**src/rtl/brainfuck_debug_core_assert.svh**
```systemverilog
// assertion macros for the brainfuck debug core
// used by the top level; each use names a clock, and BFDC_ASSERT also a reset
`ifndef BRAINFUCK_DEBUG_CORE_ASSERT_SVH
`define BRAINFUCK_DEBUG_CORE_ASSERT_SVH

// check that is ignored while reset is high
`define BFDC_ASSERT(label, clk, rst, prop) \
   label: assert property (@(posedge clk) disable iff (rst) prop) \
      else $error("bfdc check failed");

// check that also holds across reset
`define BFDC_ASSERT_ALWAYS(label, clk, prop) \
   label: assert property (@(posedge clk) prop) \
      else $error("bfdc check failed");

`endif

```
**src/rtl/bfdc_pkg.sv**
```systemverilog
// shared types, widths and opcodes of the brainfuck debug core
// no dependencies
package bfdc_pkg;

   // default sizes
   localparam int PROG_DEPTH_DEF = 4096;
   localparam int TAPE_DEPTH_DEF = 32768;
   localparam int FIFO_DEPTH_DEF = 16;

   // fixed field widths
   localparam int TYPE_W = 2;
   localparam int ADDR_W = 12;
   localparam int BYTE_W = 8;
   localparam int IP_W   = 13;
   localparam int LEN_W  = 13;
   localparam int ST_W   = 3;
   // wide enough to compare any index against any program depth
   localparam int EXT_W  = 18;

   // entries in the queue between front and back
   localparam int QUEUE_DEPTH = 2;

   // program characters
   localparam logic [BYTE_W-1:0] OP_INC   = 8'h2B;
   localparam logic [BYTE_W-1:0] OP_DEC   = 8'h2D;
   localparam logic [BYTE_W-1:0] OP_RIGHT = 8'h3E;
   localparam logic [BYTE_W-1:0] OP_LEFT  = 8'h3C;
   localparam logic [BYTE_W-1:0] OP_OUT   = 8'h2E;
   localparam logic [BYTE_W-1:0] OP_IN    = 8'h2C;
   localparam logic [BYTE_W-1:0] OP_OPEN  = 8'h5B;
   localparam logic [BYTE_W-1:0] OP_CLOSE = 8'h5D;
   localparam logic [BYTE_W-1:0] NEWLINE  = 8'h0A;

   typedef enum logic [TYPE_W-1:0] {
      REQ_LOAD = 2'd0,
      REQ_PUSH = 2'd1,
      REQ_STEP = 2'd2,
      REQ_NOP  = 2'd3
   } req_kind_type;

   typedef enum logic [ST_W-1:0] {
      ST_EXEC     = 3'd0,
      ST_TARGET   = 3'd1,
      ST_END      = 3'd2,
      ST_NO_CLOSE = 3'd3,
      ST_NO_OPEN  = 3'd4,
      ST_WRAP     = 3'd5,
      ST_ACCEPT   = 3'd6
   } status_type;

   typedef enum logic [2:0] {
      BK_CLEAR,
      BK_IDLE,
      BK_EXEC,
      BK_SCAN_F,
      BK_SCAN_B
   } back_state_type;

   // one classified word waiting for the back end
   typedef struct packed {
      req_kind_type      kind;
      logic [ADDR_W-1:0] prog_addr;
      logic [BYTE_W-1:0] data_byte;
      logic [IP_W-1:0]   target_index;
   } item_type;

endpackage

```
**src/rtl/bfdc_req_if.sv**
```systemverilog
// request channel of the brainfuck debug core
// depends on bfdc_pkg
interface bfdc_req_if;
   logic                          valid;
   logic                          ready;
   logic [bfdc_pkg::TYPE_W-1:0]   req_type;
   logic [bfdc_pkg::ADDR_W-1:0]   prog_addr;
   logic [bfdc_pkg::BYTE_W-1:0]   data_byte;
   logic [bfdc_pkg::IP_W-1:0]     target_index;

   modport source (output valid, req_type, prog_addr, data_byte, target_index, input ready);
   modport sink (input valid, req_type, prog_addr, data_byte, target_index, output ready);
endinterface

```
**src/rtl/bfdc_front.sv**
```systemverilog
// front end: accepts request words, classifies them and queues them
// depends on bfdc_pkg and bfdc_req_if
module bfdc_front (
   input  logic               clock,
   input  logic               reset,
   bfdc_req_if.sink           req,
   output bfdc_pkg::item_type q_item,
   output logic               q_valid,
   input  logic               q_pop
);
   import bfdc_pkg::*;

   localparam int QP_W = (QUEUE_DEPTH > 1) ? $clog2(QUEUE_DEPTH) : 1;
   localparam int QC_W = $clog2(QUEUE_DEPTH + 1);

   item_type          slot_ff [QUEUE_DEPTH];
   logic [QP_W-1:0]   wr_ff, wr_in, rd_ff, rd_in;
   logic [QC_W-1:0]   cnt_ff, cnt_in;
   logic              push;
   item_type          item_new;

   // classify the incoming word
   always_comb begin
      item_new.kind         = req_kind_type'(req.req_type);
      item_new.prog_addr    = req.prog_addr;
      item_new.data_byte    = req.data_byte;
      item_new.target_index = req.target_index;
   end

   assign req.ready = (cnt_ff < QC_W'(QUEUE_DEPTH));
   assign push      = req.valid && req.ready;
   assign q_valid   = (cnt_ff != '0);
   assign q_item    = slot_ff[rd_ff];

   // queue pointers and fill count
   always_comb begin
      wr_in  = wr_ff;
      rd_in  = rd_ff;
      cnt_in = cnt_ff;
      if (push) begin
         wr_in = (wr_ff == QP_W'(QUEUE_DEPTH - 1)) ? '0 : wr_ff + 1'b1;
      end
      if (q_pop) begin
         rd_in = (rd_ff == QP_W'(QUEUE_DEPTH - 1)) ? '0 : rd_ff + 1'b1;
      end
      if (push && !q_pop) begin
         cnt_in = cnt_ff + 1'b1;
      end else if (!push && q_pop) begin
         cnt_in = cnt_ff - 1'b1;
      end
   end

   always_ff @(posedge clock) begin
      if (reset) begin
         wr_ff  <= '0;
         rd_ff  <= '0;
         cnt_ff <= '0;
      end else begin
         wr_ff  <= wr_in;
         rd_ff  <= rd_in;
         cnt_ff <= cnt_in;
      end
   end

   // queue storage
   always_ff @(posedge clock) begin
      if (push) begin
         slot_ff[wr_ff] <= item_new;
      end
   end

endmodule

```
**src/flat_wrapper.sv**
```systemverilog
// flat-port wrapper written by rule: the top's interface ports become plain ports
module bfdc_front_flat import bfdc_pkg::*;
  (clock, reset, q_item, q_valid, q_pop, req_valid, req_req_type, req_prog_addr, req_data_byte, req_target_index, req_ready);
  bfdc_req_if req_i ();
  input  logic clock;
  input  logic reset;
  output bfdc_pkg::item_type q_item;
  output logic q_valid;
  input  logic q_pop;
  input wire logic [$bits(req_i.valid)-1:0] req_valid;
  input wire logic [$bits(req_i.req_type)-1:0] req_req_type;
  input wire logic [$bits(req_i.prog_addr)-1:0] req_prog_addr;
  input wire logic [$bits(req_i.data_byte)-1:0] req_data_byte;
  input wire logic [$bits(req_i.target_index)-1:0] req_target_index;
  output wire logic [$bits(req_i.ready)-1:0] req_ready;
  assign req_i.valid = req_valid;
  assign req_i.req_type = req_req_type;
  assign req_i.prog_addr = req_prog_addr;
  assign req_i.data_byte = req_data_byte;
  assign req_i.target_index = req_target_index;
  assign req_ready = req_i.ready;
  bfdc_front u_core (.clock(clock), .reset(reset), .req(req_i), .q_item(q_item), .q_valid(q_valid), .q_pop(q_pop));
endmodule
```
**config.mk**
```make
export PLATFORM = sky130hd
export DESIGN_NAME = bfdc_front_flat
export DESIGN_NICKNAME = d
export VERILOG_FILES = /design/src/rtl/brainfuck_debug_core_assert.svh /design/src/rtl/bfdc_pkg.sv /design/src/rtl/bfdc_req_if.sv /design/src/rtl/bfdc_front.sv /design/src/flat_wrapper.sv
export SDC_FILE = /design/constraint.sdc
export NUM_CORES = 1
export LEC_CHECK = 0
export ABC_AREA = 1
export BUFFER_PORTS_ARGS = -buffer_cell sky130_fd_sc_hd__clkbuf_2
export CORE_MARGIN = 4
export CORE_UTILIZATION = 56
export DETAILED_ROUTE_END_ITERATION = 8
export MAX_ROUTING_LAYER = met4
export PLACE_DENSITY = 0.94
export RECOVER_POWER = 25
export SLEW_MARGIN = 10
export SYNTH_ARGS = -nofsm -noshare
export SYNTH_HDL_FRONTEND = slang
export SYNTH_SLANG_ARGS = --single-unit
```
**constraint.sdc**
```tcl
create_clock -name clock -period 6.2 [get_ports clock]
set_input_delay 1.86 -clock clock [delete_from_list [all_inputs] [get_ports clock]]
set_output_delay 1.86 -clock clock [all_outputs]
set_load 0.05 [all_outputs]
```
After elaboration in Yosys (flattened, before gate mapping) --
Memory sizes are Yosys's and may differ from the RTL's. A register that Yosys moved wholly into a read port is not among the register bits. Cells that the tools add are included.
Cells by class: equal/unequal tests 0, bitwise gates (word level) 0, reduce and logical (&&, ||, !) cells 7, shift-type cells 0, $add $sub $neg 4, div/mod/pow operators 0, magnitude comparators 1, multipliers 0, mux-type cells 8
Operators by type and width (number):
- 1-bit two-way mux | 6
- 2-bit two-way mux | 2
- 2-bit nonzero test | 2
- 1-bit logical AND | 3
- 1-bit adder, second input constant | 2
- 2-bit by 1-bit adder with 2-bit output, second input constant | 1
- 1-bit logical NOT | 2
- 2-bit less-than comparator, second input constant | 1
- 2-bit by 1-bit subtractor with 2-bit output, second input constant | 1
Word-level totals: bits in read-only memories 0, bits in registers 4, bits in latches 0, logic and storage cells 24, RAM bits 70, memories 1, output and inout bits 37
Memory list:
- u_core.slot_ff | depth 2, bits a word 35, rd ports 1, clocked after memory_dff 1, write ports 1, RTL line bfdc_front.sv:16 | item_type slot_ff [QUEUE_DEPTH];

Longest topological paths before layout --
Gate-level depths: netlist of run 1.
depth after elaboration 6, mapped depth 10

Least setup slack after synthesis of run 1 --
No wires, ideal clock.
path type in2reg, start point input req_valid, end point memory u_core.slot_ff[1][0] (netlist name), enable pin, cell stages on the path 2, setup slack 2.299 ns, data required time 5.771 ns, arrival time 3.473 ns, cell sequence nand2_1 -> nor2_1
On the way: cells in the longest elaborated chain, start to end 3
Ends and longest elaborated chain:
- from (decl) | RTL line flat_wrapper.sv:10 | input wire logic [$bits(req_i.valid)-1:0] req_valid;
- 1-bit logical AND | RTL line bfdc_front.sv:31 | assign push = req.valid && req.ready;
- 1-bit two-way mux | RTL line bfdc_front.sv:67 | if (push) begin
- 1-bit two-way mux (not written as such) | RTL line bfdc_front.sv:68 | slot_ff[wr_ff] <= item_new;
- to (decl) | RTL line bfdc_front.sv:16
No other way between the ends.

==> flow_summary.yaml, run 1 <==
status:
  status: "finished clean"
critical_path:
  cp-start-kind: "flip-flop"
  ff2ff_path_depth: 3
  worstReg2RegStart: "u_core.cnt_ff[1]$_SDFFE_PP0P_"
  cp.required_ns: 4.34
  cp_max_fo: 35
  slowest_stage: "dfxtp_2"
  cpPeakStageDelay_ns: 1.05
  endpoint_kind: "output pin"
  cp_cell_sequence: "mux2_2 -> clkbuf_2"
  crit_type: "reg -> out"
  reg2reg_to: "u_core.slot_ff[1][3]$_DFFE_PP_"
  arrival_ns: 2.09
  reg2reg_slack_ns: 4.41
synth:
  syn-cell-area_sq_um: 2907
  synth_compound_area_share_pct: 0.3444
  synth_nets: 182
  ys_types: 16
  synth_xor_area_share_pct: 0.3013
  synth_fa_ha_area_share_pct: 0.4305
  ys_ff_latch: 75
  syn_area_per_cell_sq_um: 20.47
  synth-simple-area-share_pct: 2.109
  netlist_instances: 142
  synthMuxAreaShare_pct: 17.43
  ys_warn_count: 0
  ys_seq_area_share_pct: 75.76
  synth_top_family_by_area: "multiplexers"
grt:
  grt_pass1_vias: 1528
  grt_max_degree: 37
  track_usage_pct: 16.82
  grt_pass1_wl_mm: 7.438
  overflow: 0
  antenna_found_initial: 0
placement:
  hpwl_mm: 3.213
  place.gp.congestion: 0.7015
  dp_slack_ns: 2.597
  port_buffers: 75
cells_and_area:
  multi_input_area_sq_um: 614.3
  final_common_cell: "edfxtp_1"
  mostFrequentLayoutCells: "70 x edfxtp_1, 58 x clkbuf_2, 30 x mux2_4"
  fin_nets: 264
  drive_above_1_share_pct: 48.03
  fill_cells: 327
  area_growth_pct: 21.14
  seq_area_sq_um: 2203
  antenna_cells: 0
sta:
  rsz0062_at_grt: "no"
  clock.fmax_mhz: 253.4
  min_period_over_period_pct: 63.65
  maxSlewViolCount: 0
  worst_pin_slew_ns: 1.108
  slew_headroom_pct: 26.13
  fin_skew_ns: 0.007468
  setup_viol_count_final: 0
  hold_violations: 0
  setup_tns_ns: 0
  setup_slack_ns: 2.254
  period_needed_ns: 3.946
clock_network:
  cts.repair.resized: 0
  cts-root-buf: "clkbuf_8"
  ctsHoldBuffers: 0
  cts_tree: "yes"
  cts_buffer_depth: 2
  cts_setup_buffers: 0
  htreeDepth: 3
  clock_latency_ns: 0.34
  cts_buffers: 9
  clkTransAtPathRegs_ns: 0.07
  clock_sinks: 75
floorplan:
  die_h_um: 80.05
  dieArea_sq_um: 6407
  dieWidth_um: 80.05
  fp.coreArea_sq_um: 4880
  num_io_pins: 76
  row_count: 25
  start_util_pct: 59.56
drt:
  dr.first_iter.drc_count: 68
  wl_per_cell_um: 16.03
  wl_mm: 4.746
  antenna_left: 0
  via_per_inst: 4.892
  topRoutingLayerUsed: "met4"
  wl_met2_mm: 2.433
  drc: 0
  vias: 1448
  drt_pass1_iterations: 4
  wl_met1_mm: 1.919
  met3_wirelength_um: 307
worst_hold_path:
  hold_class: "reg -> reg"
  whs_path_depth: 2
  hold_end: "u_core.cnt_ff[0]$_SDFFE_PP0P_"
  min-delay-start: "u_core.cnt_ff[0]$_SDFFE_PP0P_"
run:
  maxCapViolCount: 0
pwr:
  power_density_nw_per_um2: 372.4
  ir_drop_mv: 0.2855
  total_leakage_power_nw: 1.402
-- worst max-delay path: cells and delay by family (launching register included) --
family / cells / cell delay [ns]
buffers and inverters: 1 / 0.24
DFF: 1 / 1.05
muxes: 1 / 0.42
-- flip-flops by register name (all words and copies together) (netlist names), named ones only --
name	flops
u_core.slot_ff	70
u_core.wr_ff	1
u_core.cnt_ff	2
u_core.rd_ff	1
-- metal layers --
| layer | up-vias | GRT usage [%] |
|---|---|---|
| li1 | 697 | - |
| met1 | 693 | 18.58 |
| met2 | 50 | 26.82 |
| met3 | 8 | 5.756 |
| met4 | 0 | 9.122 |
| met5 | - | - |
-- cells by family after synthesis --
family,after synthesis
flops,75
simple gates,15
buf+inv,13
xor+xnor,1
compound gates,2
fa+ha+maj,1
mux,35
-- cells in the mapped netlist (all sizes together) --
cell type  count  area (sq um)
a21oi          1         5.000
dfxtp          5         100.1
nor3           1         5.000
nand2          6         22.52
mux2          35         506.7
edfxtp        70          2102
nand3          1         5.000
nor2           6         22.52
buf            4         71.32
xnor2          1         8.760
inv            9         33.78
nand4          1         6.260
ha             1         12.51
o21ai          1         5.000
-- cell type report --
class                           instances  share of cell area (%)
Clock buffer                           10                   3.625
Sequential cell                        75                   62.58
Timing Repair Buffer                   75                   10.06
Inverter                                9                  0.9595
Tap cell                               67                   2.381
Multi-Input combinational cell         54                   17.45
Clock inverter                          6                   2.950
-- per-stage QoR --
step / utilization, % / cells / total power [mW] / area [sq um] / hold WS (ns)
floorplan: - / 142 / 0.8438 / 2907 / 0.4799
global placement: 67.85 / 280 / 0.8895 / 3311 / 0.4949
detailed placement: 67.85 / 280 / 0.8979 / 3311 / 0.5148
CTS: 72.59 / 296 / 1.326 / 3542 / 0.5266
global route: 72.15 / 296 / 1.364 / 3521 / 0.5645
finish: 72.15 / 296 / 1.311 / 3521 / 0.5250
-- power breakdown --
group / switching (mW) / total (mW) / internal (mW)
clock network: 0.165 / 0.430 / 0.265
logic: 0.177 / 0.256 / 0.0795
registers: 0.0228 / 0.626 / 0.603
-- worst max-delay path by stage --
stage                    from  slack, ns                              to  cells after the start
floorplan           req_valid       2.30  u_core.slot_ff[1][0]$_DFFE_PP_                      2
global placement    flip-flop       2.61                      q_item[14]                      2
detailed placement  flip-flop       2.60                      q_item[13]                      2
CTS                 flip-flop       2.20                      q_item[13]                      2
global route        flip-flop       2.14                      q_item[13]                      2
finish              flip-flop       2.25                       q_item[7]                      2
Power figures use the tool's default switching activity.
==> run 2, diff against run 1 <==
- ABC_AREA: 1 -> 0
- CORE_UTILIZATION: 56 -> 51
- PLACE_DENSITY: 0.94 -> 0.88
- clock period: 6.2 -> 3.9 ns (I/O delays scaled with it)
==> run 2 against run 1 <==
  * Largest power group unchanged
  * Critical endpoint is now q_item[12]
  * Combinational power rose by 95%
  * Clock skew rose by 0.0013 ns
  * Via count fell by 1.7%
  * Worst setup slack got worse by 1.1 ns
  * Sequential power rose by 63%
  * Count of clock-buffer cells in the layout did not move
  * Worst hold slack improved by 0.014 ns
  * Core utilization fell by 7.0 points
  * Highest routed layer unchanged
  * Final cell count fell by 1.4%
  * Critical path depth rose by 1
  * Design area fell by 4.3%
  * Sequential share of layout area rose by 2.8 points
==> flow_summary.yaml, run 2 <==
synth:
  synth_edf_count: 70
  syn_area_per_cell_sq_um: 20.81
  ys_seq_area_share_pct: 80.18
  ys_ff_latch: 75
  ys_warn_count: 0
  synth_top_area_share_pct: 76.54
  synth.most_common_cell: "edfxtp_1"
  synth_xor_area_share_pct: 1.276
  synth.area.top_cells: "edfxtp_1 77%, mux2_2 14%, dfxtp_1 3.6%"
  synth_top_family_by_area: "multiplexers"
  synthTopCellsByCount: "70 x edfxtp_1, 35 x mux2_2, 5 x dfxtp_1"
  synthMuxAreaShare_pct: 14.35
  ys.flop_type: "edfxtp_1"
  synth-simple-area-share_pct: 1.686
  ys_async_sr_fraction_pct: 0
  synth_nets: 172
  yosysTopAreaCell: "edfxtp_1"
  synth_compound_area_share_pct: 0.3645
  synth_fa_ha_area_share_pct: 0.4556
  ys_types: 16
  netlist_instances: 132
  syn-cell-area_sq_um: 2746
placement:
  hpwl_mm: 3.216
  place_area_sq_um: 3202
  place.gp.congestion: 0.6579
  port_buffers: 75
pwr:
  total_power_mw: 2.063
  ir_drop_mv: 0.2891
  power_density_nw_per_um2: 612.4
  total_leakage_power_nw: 1.263
run:
  maxCapViolCount: 0
critical_path:
  arrival_ns: 1.57
  worstReg2RegStart: "u_core.cnt_ff[1]$_SDFFE_PP0P_"
  cp_max_fo: 21
  endpoint_kind: "output pin"
  crit_type: "reg -> out"
  cp-start-kind: "flip-flop"
  cp.required_ns: 2.73
floorplan:
  num_io_pins: 76
  dieArea_sq_um: 6624
  row_count: 26
  fp.coreArea_sq_um: 5172
  start_util_pct: 53.10
  die_h_um: 81.39
  dieWidth_um: 81.39
drt:
  dr.first_iter.drc_count: 76
  drt_pass1_iterations: 5
  via_per_inst: 4.873
  wl_per_cell_um: 15.44
  vias: 1423
  wl_mm: 4.509
  antenna_left: 0
  drc: 0
cells_and_area:
  antenna_cells: 0
  reg_top3: "u_core.slot_ff: 70 flops, u_core.cnt_ff: 2 flops"
  fin_nets: 257
  post-route-util_pct: 65.12
  largest_reg_flops: 70
  stdcell_area_sq_um: 3368
  drive_above_1_share_pct: 52.25
  top_register: "u_core.slot_ff"
  mostFrequentLayoutCells: "70 x edfxtp_1, 61 x clkbuf_2, 35 x mux2_2"
  fill_cells: 370
  final_common_cell: "edfxtp_1"
  area_growth_pct: 22.64
sta:
  slew_headroom_pct: 45.23
  hold_violations: 0
  clock.fmax_mhz: 364.7
  maxSlewViolCount: 0
  period_needed_ns: 2.742
  rsz0062_at_grt: "no"
  fin_skew_ns: 0.008787
  min_period_over_period_pct: 70.32
  holdWs_ns: 0.5389
  worst_pin_slew_ns: 0.8215
  setup_tns_ns: 0
  setup_viol_count_final: 0
grt:
  overflow: 0
  antenna_found_initial: 0
  track_usage_pct: 15.33
  grt_pass1_vias: 1494
  grt_pass1_wl_mm: 6.831
  grt_max_degree: 36
clock_network:
  cts_setup_buffers: 0
  cts_tree: "yes"
  cts_buffers: 9
  cts.repair.resized: 0
  clock_sinks: 75
  htreeDepth: 3
  clkTransAtPathRegs_ns: 0.07
  cts_buffer_depth: 2
  ctsHoldBuffers: 0
  clock_latency_ns: 0.33
  cts-root-buf: "clkbuf_8"
worst_hold_path:
  hold_class: "reg -> reg"
  min-delay-start: "u_core.rd_ff$_SDFFE_PP0P_"
status:
  status: "finished clean"
run 2: kinds of logic after synthesis:
group | after synthesis
DFF | 75
buffers and inverters | 6
adders and majority gates | 1
AOI/OAI and AO/OA | 2
xor gates and xnor gates | 4
and+or+nand+nor | 9
muxes | 35
run 2: worst paths after layout:
path                                      to  cells past startpoint  slack [ns]
max                               q_item[12]                      3        1.16
min                                flip-flop                      2        0.54
min reg2reg                        flip-flop                      2        0.54
max reg2reg  u_core.slot_ff[0][27]$_DFFE_PP_                      3        2.11
run 2: through the flow:
step	instances	setup WS, ns
2_1_floorplan	132	0.4426
3_3_place_gp	276	1.210
3_5_place_dp	276	1.181
4_1_cts	292	1.119
5_1_grt	292	1.064
6_report	292	1.158
run 2: report_power, final:
| part | leakage [nW] | switching [mW] | internal, mW | total, mW |
|---|---|---|---|---|
| combinational | 0.476 | 0.366 | 0.133 | 0.498 |
| clock | 0.0935 | 0.254 | 0.290 | 0.544 |
| sequential | 0.694 | 0.0274 | 0.993 | 1.02 |
| total | 1.26 | 0.647 | 1.42 | 2.06 |
run 2: per-layer routing:
metal	vias up	global-route usage (%)	wire length (um)
met4	0	10.98	123
met5	-	-	0
li1	674	-	-
met1	684	15.51	1710
met3	13	4.878	272
met2	52	24.92	2403
run 2: final cells by class:
type                    count  area (sq um)  share of cell area [%]
well taps                  70         87.58                   2.600
repair buffers             78         380.4                   11.29
flip-flops and latches     75          2202                   65.38
clock buffers              10         127.6                   3.789
multi-input cells          51         506.7                   15.04
inverters                   2         7.507                  0.2229
clock inverters             6         56.30                   1.672
run 2: critical path, cell delays in order (launching register included):
cell,delay [ns]
dfxtp_1,0.33
buf_4,0.28
mux2_2,0.39
clkbuf_2,0.24
==> run 3, diff against run 2 <==
- CORE_UTILIZATION: 51 -> 46
- PLACE_DENSITY: 0.88 -> 0.84
- clock period: 3.9 -> 2.27 ns (I/O delays scaled with it)
==> run 3 against run 2 <==
  * Design area rose by 4.0%
  * Final cell count up 1.0%
  * Wire length up 7.7%
  * Non-clock buffer count rose by 1
  * Sequential share of layout area fell by 2.5 points
  * Clock power up 130%
  * Clock skew is essentially flat
  * Critical path type unchanged
  * Critical endpoint is now q_item[33]
  * Largest cell class unchanged
  * Largest power group unchanged
==> flow_summary.yaml, run 3 (synthesis results as in run 2) <==
critical_path:
  cp_max_fo: 17
  cp_cell_sequence: "clkbuf_16 -> mux2_2 -> clkbuf_2"
  slowest_stage: "dfxtp_2"
  cp_top_family: "buffers and inverters"
  ff2ff_path_depth: 4
  reg2reg_to: "u_core.cnt_ff[1]$_SDFFE_PP0P_"
  endpoint_kind: "output pin"
  worstReg2RegStart: "u_core.cnt_ff[1]$_SDFFE_PP0P_"
  crit_type: "reg -> out"
  path_depth: 3
  cpPeakStageDelay_ns: 0.40
  cp-start-kind: "flip-flop"
  cp.buffers_inverters: 2
  endpoint: "q_item[33]"
  arrival_ns: 1.53
  reg2reg_slack_ns: 0.74
  cp.required_ns: 1.59
grt:
  track_usage_pct: 14.45
  grt_max_degree: 36
  grt_pass1_wl_mm: 7.527
  overflow: 0
  grt_pass1_vias: 1552
  antenna_found_initial: 0
clock_network:
  ctsHoldBuffers: 0
  htreeDepth: 3
  cts.repair.resized: 0
  cts_tree: "yes"
  clkTransAtPathRegs_ns: 0.07
  cts-root-buf: "clkbuf_8"
  cts_buffers: 9
  clock_sinks: 75
  clock_latency_ns: 0.34
  cts_buffer_depth: 2
  cts_setup_buffers: 0
cells_and_area:
  largest_reg_flops: 70
  fin_nets: 258
  area_growth_pct: 27.56
  reg_top3: "u_core.slot_ff: 70 flops, u_core.cnt_ff: 2 flops"
  top_register: "u_core.slot_ff"
  drive_above_1_share_pct: 53.36
  antenna_cells: 0
  final_common_cell: "edfxtp_1"
  mostFrequentLayoutCells: "70 x edfxtp_1, 45 x clkbuf_2, 35 x mux2_2"
pwr:
  p_switching_mw: 1.137
  total_power_mw: 3.891
  ir_drop_mv: 0.7888
  total_leakage_power_nw: 1.311
  pwr-share-seq_pct: 45.1
  swShare_pct: 29.23
  power_density_nw_per_um2: 1111
  pwr-share-comb_pct: 23.0
  internal-power_mw: 2.753
  clock_power_share_pct: 31.9
sta:
  min_period_over_period_pct: 97.23
  hold_violations: 0
  maxSlewViolCount: 0
  period_needed_ns: 2.207
  rsz0062_at_grt: "no"
  setup_tns_ns: 0
  worst_pin_slew_ns: 0.2864
  fin_skew_ns: 0.008824
  setup_viol_count_final: 0
  clock.fmax_mhz: 453.1
  slew_headroom_pct: 80.87
drt:
  dr.first_iter.drc_count: 46
  antenna_left: 0
  wl_mm: 4.855
  wl_per_cell_um: 16.46
  vias: 1448
  drt_pass1_iterations: 4
  via_per_inst: 4.908
  drc: 0
floorplan:
  dieArea_sq_um: 7271
  fp.coreArea_sq_um: 5642
  die_h_um: 85.27
  dieWidth_um: 85.27
  row_count: 27
  num_io_pins: 76
  start_util_pct: 48.68
run:
  maxCapViolCount: 0
placement:
  place.gp.congestion: 0.7093
  hpwl_mm: 3.130
  port_buffers: 75
status:
  status: "finished clean"
worst_hold_path:
  hold_class: "in -> reg"
run 3: area by class of cell:
cell class,count,area [sq um]
Tap cell,72,90.09
Clock inverter,4,97.59
Clock buffer,12,155.1
Sequential cell,75,2203
Timing Repair Buffer,79,442.9
Multi-Input combinational cell,51,506.7
Fill cell,430,2138
Inverter,2,7.507
run 3: power by group through the flow:
stage | combinational (mW) | sequential (mW) | clock [mW]
after global placement | 0.889 | 1.77 | 0
after CTS | 0.902 | 1.75 | 1.28
after floorplan | 0.680 | 1.77 | 0
final | 0.896 | 1.75 | 1.24
after detailed placement | 0.899 | 1.78 | 0
after global routing | 0.946 | 1.77 | 1.35
run 3: worst min-delay path by stage:
stage	startpoint	end	depth (start not counted)
6_report	req_prog_addr[7]	u_core.slot_ff[0][28]$_DFFE_PP_	1
5_1_grt	req_prog_addr[4]	u_core.slot_ff[1][25]$_DFFE_PP_	1
4_1_cts	req_prog_addr[7]	u_core.slot_ff[0][28]$_DFFE_PP_	1
3_5_place_dp	u_core.rd_ff$_SDFFE_PP0P_	flip-flop	2
3_3_place_gp	u_core.rd_ff$_SDFFE_PP0P_	u_core.rd_ff$_SDFFE_PP0P_	2
2_1_floorplan	u_core.cnt_ff[1]$_SDFFE_PP0P_	u_core.cnt_ff[1]$_SDFFE_PP0P_	2
run 3: per-stage QoR:
stage | instances | setup WS (ns) | util, % | instance area [sq um] | hold slack [ns]
after CTS | 294 | 0.01374 | 61.94 | 3495 | 0.5118
after detailed placement | 278 | 0.3052 | 57.46 | 3242 | 0.5243
after global placement | 278 | 0.3970 | 57.46 | 3242 | 0.4940
final | 295 | 0.06293 | 62.10 | 3503 | 0.5317
after floorplan | 132 | 0.04590 | - | 2754 | 0.4735
after global routing | 295 | 0.003697 | 62.10 | 3503 | 0.5045
run 3: per-layer routing:
| layer | GRT usage, % | part of all wire (%) | vias to the layer above |
|---|---|---|---|
| li1 | - | - | 677 |
| met1 | 16.10 | 40 | 706 |
| met2 | 23.23 | 52 | 55 |
| met3 | 3.495 | 6.1 | 10 |
| met4 | 9.065 | 2.2 | 0 |
| met5 | - | 0 | - |
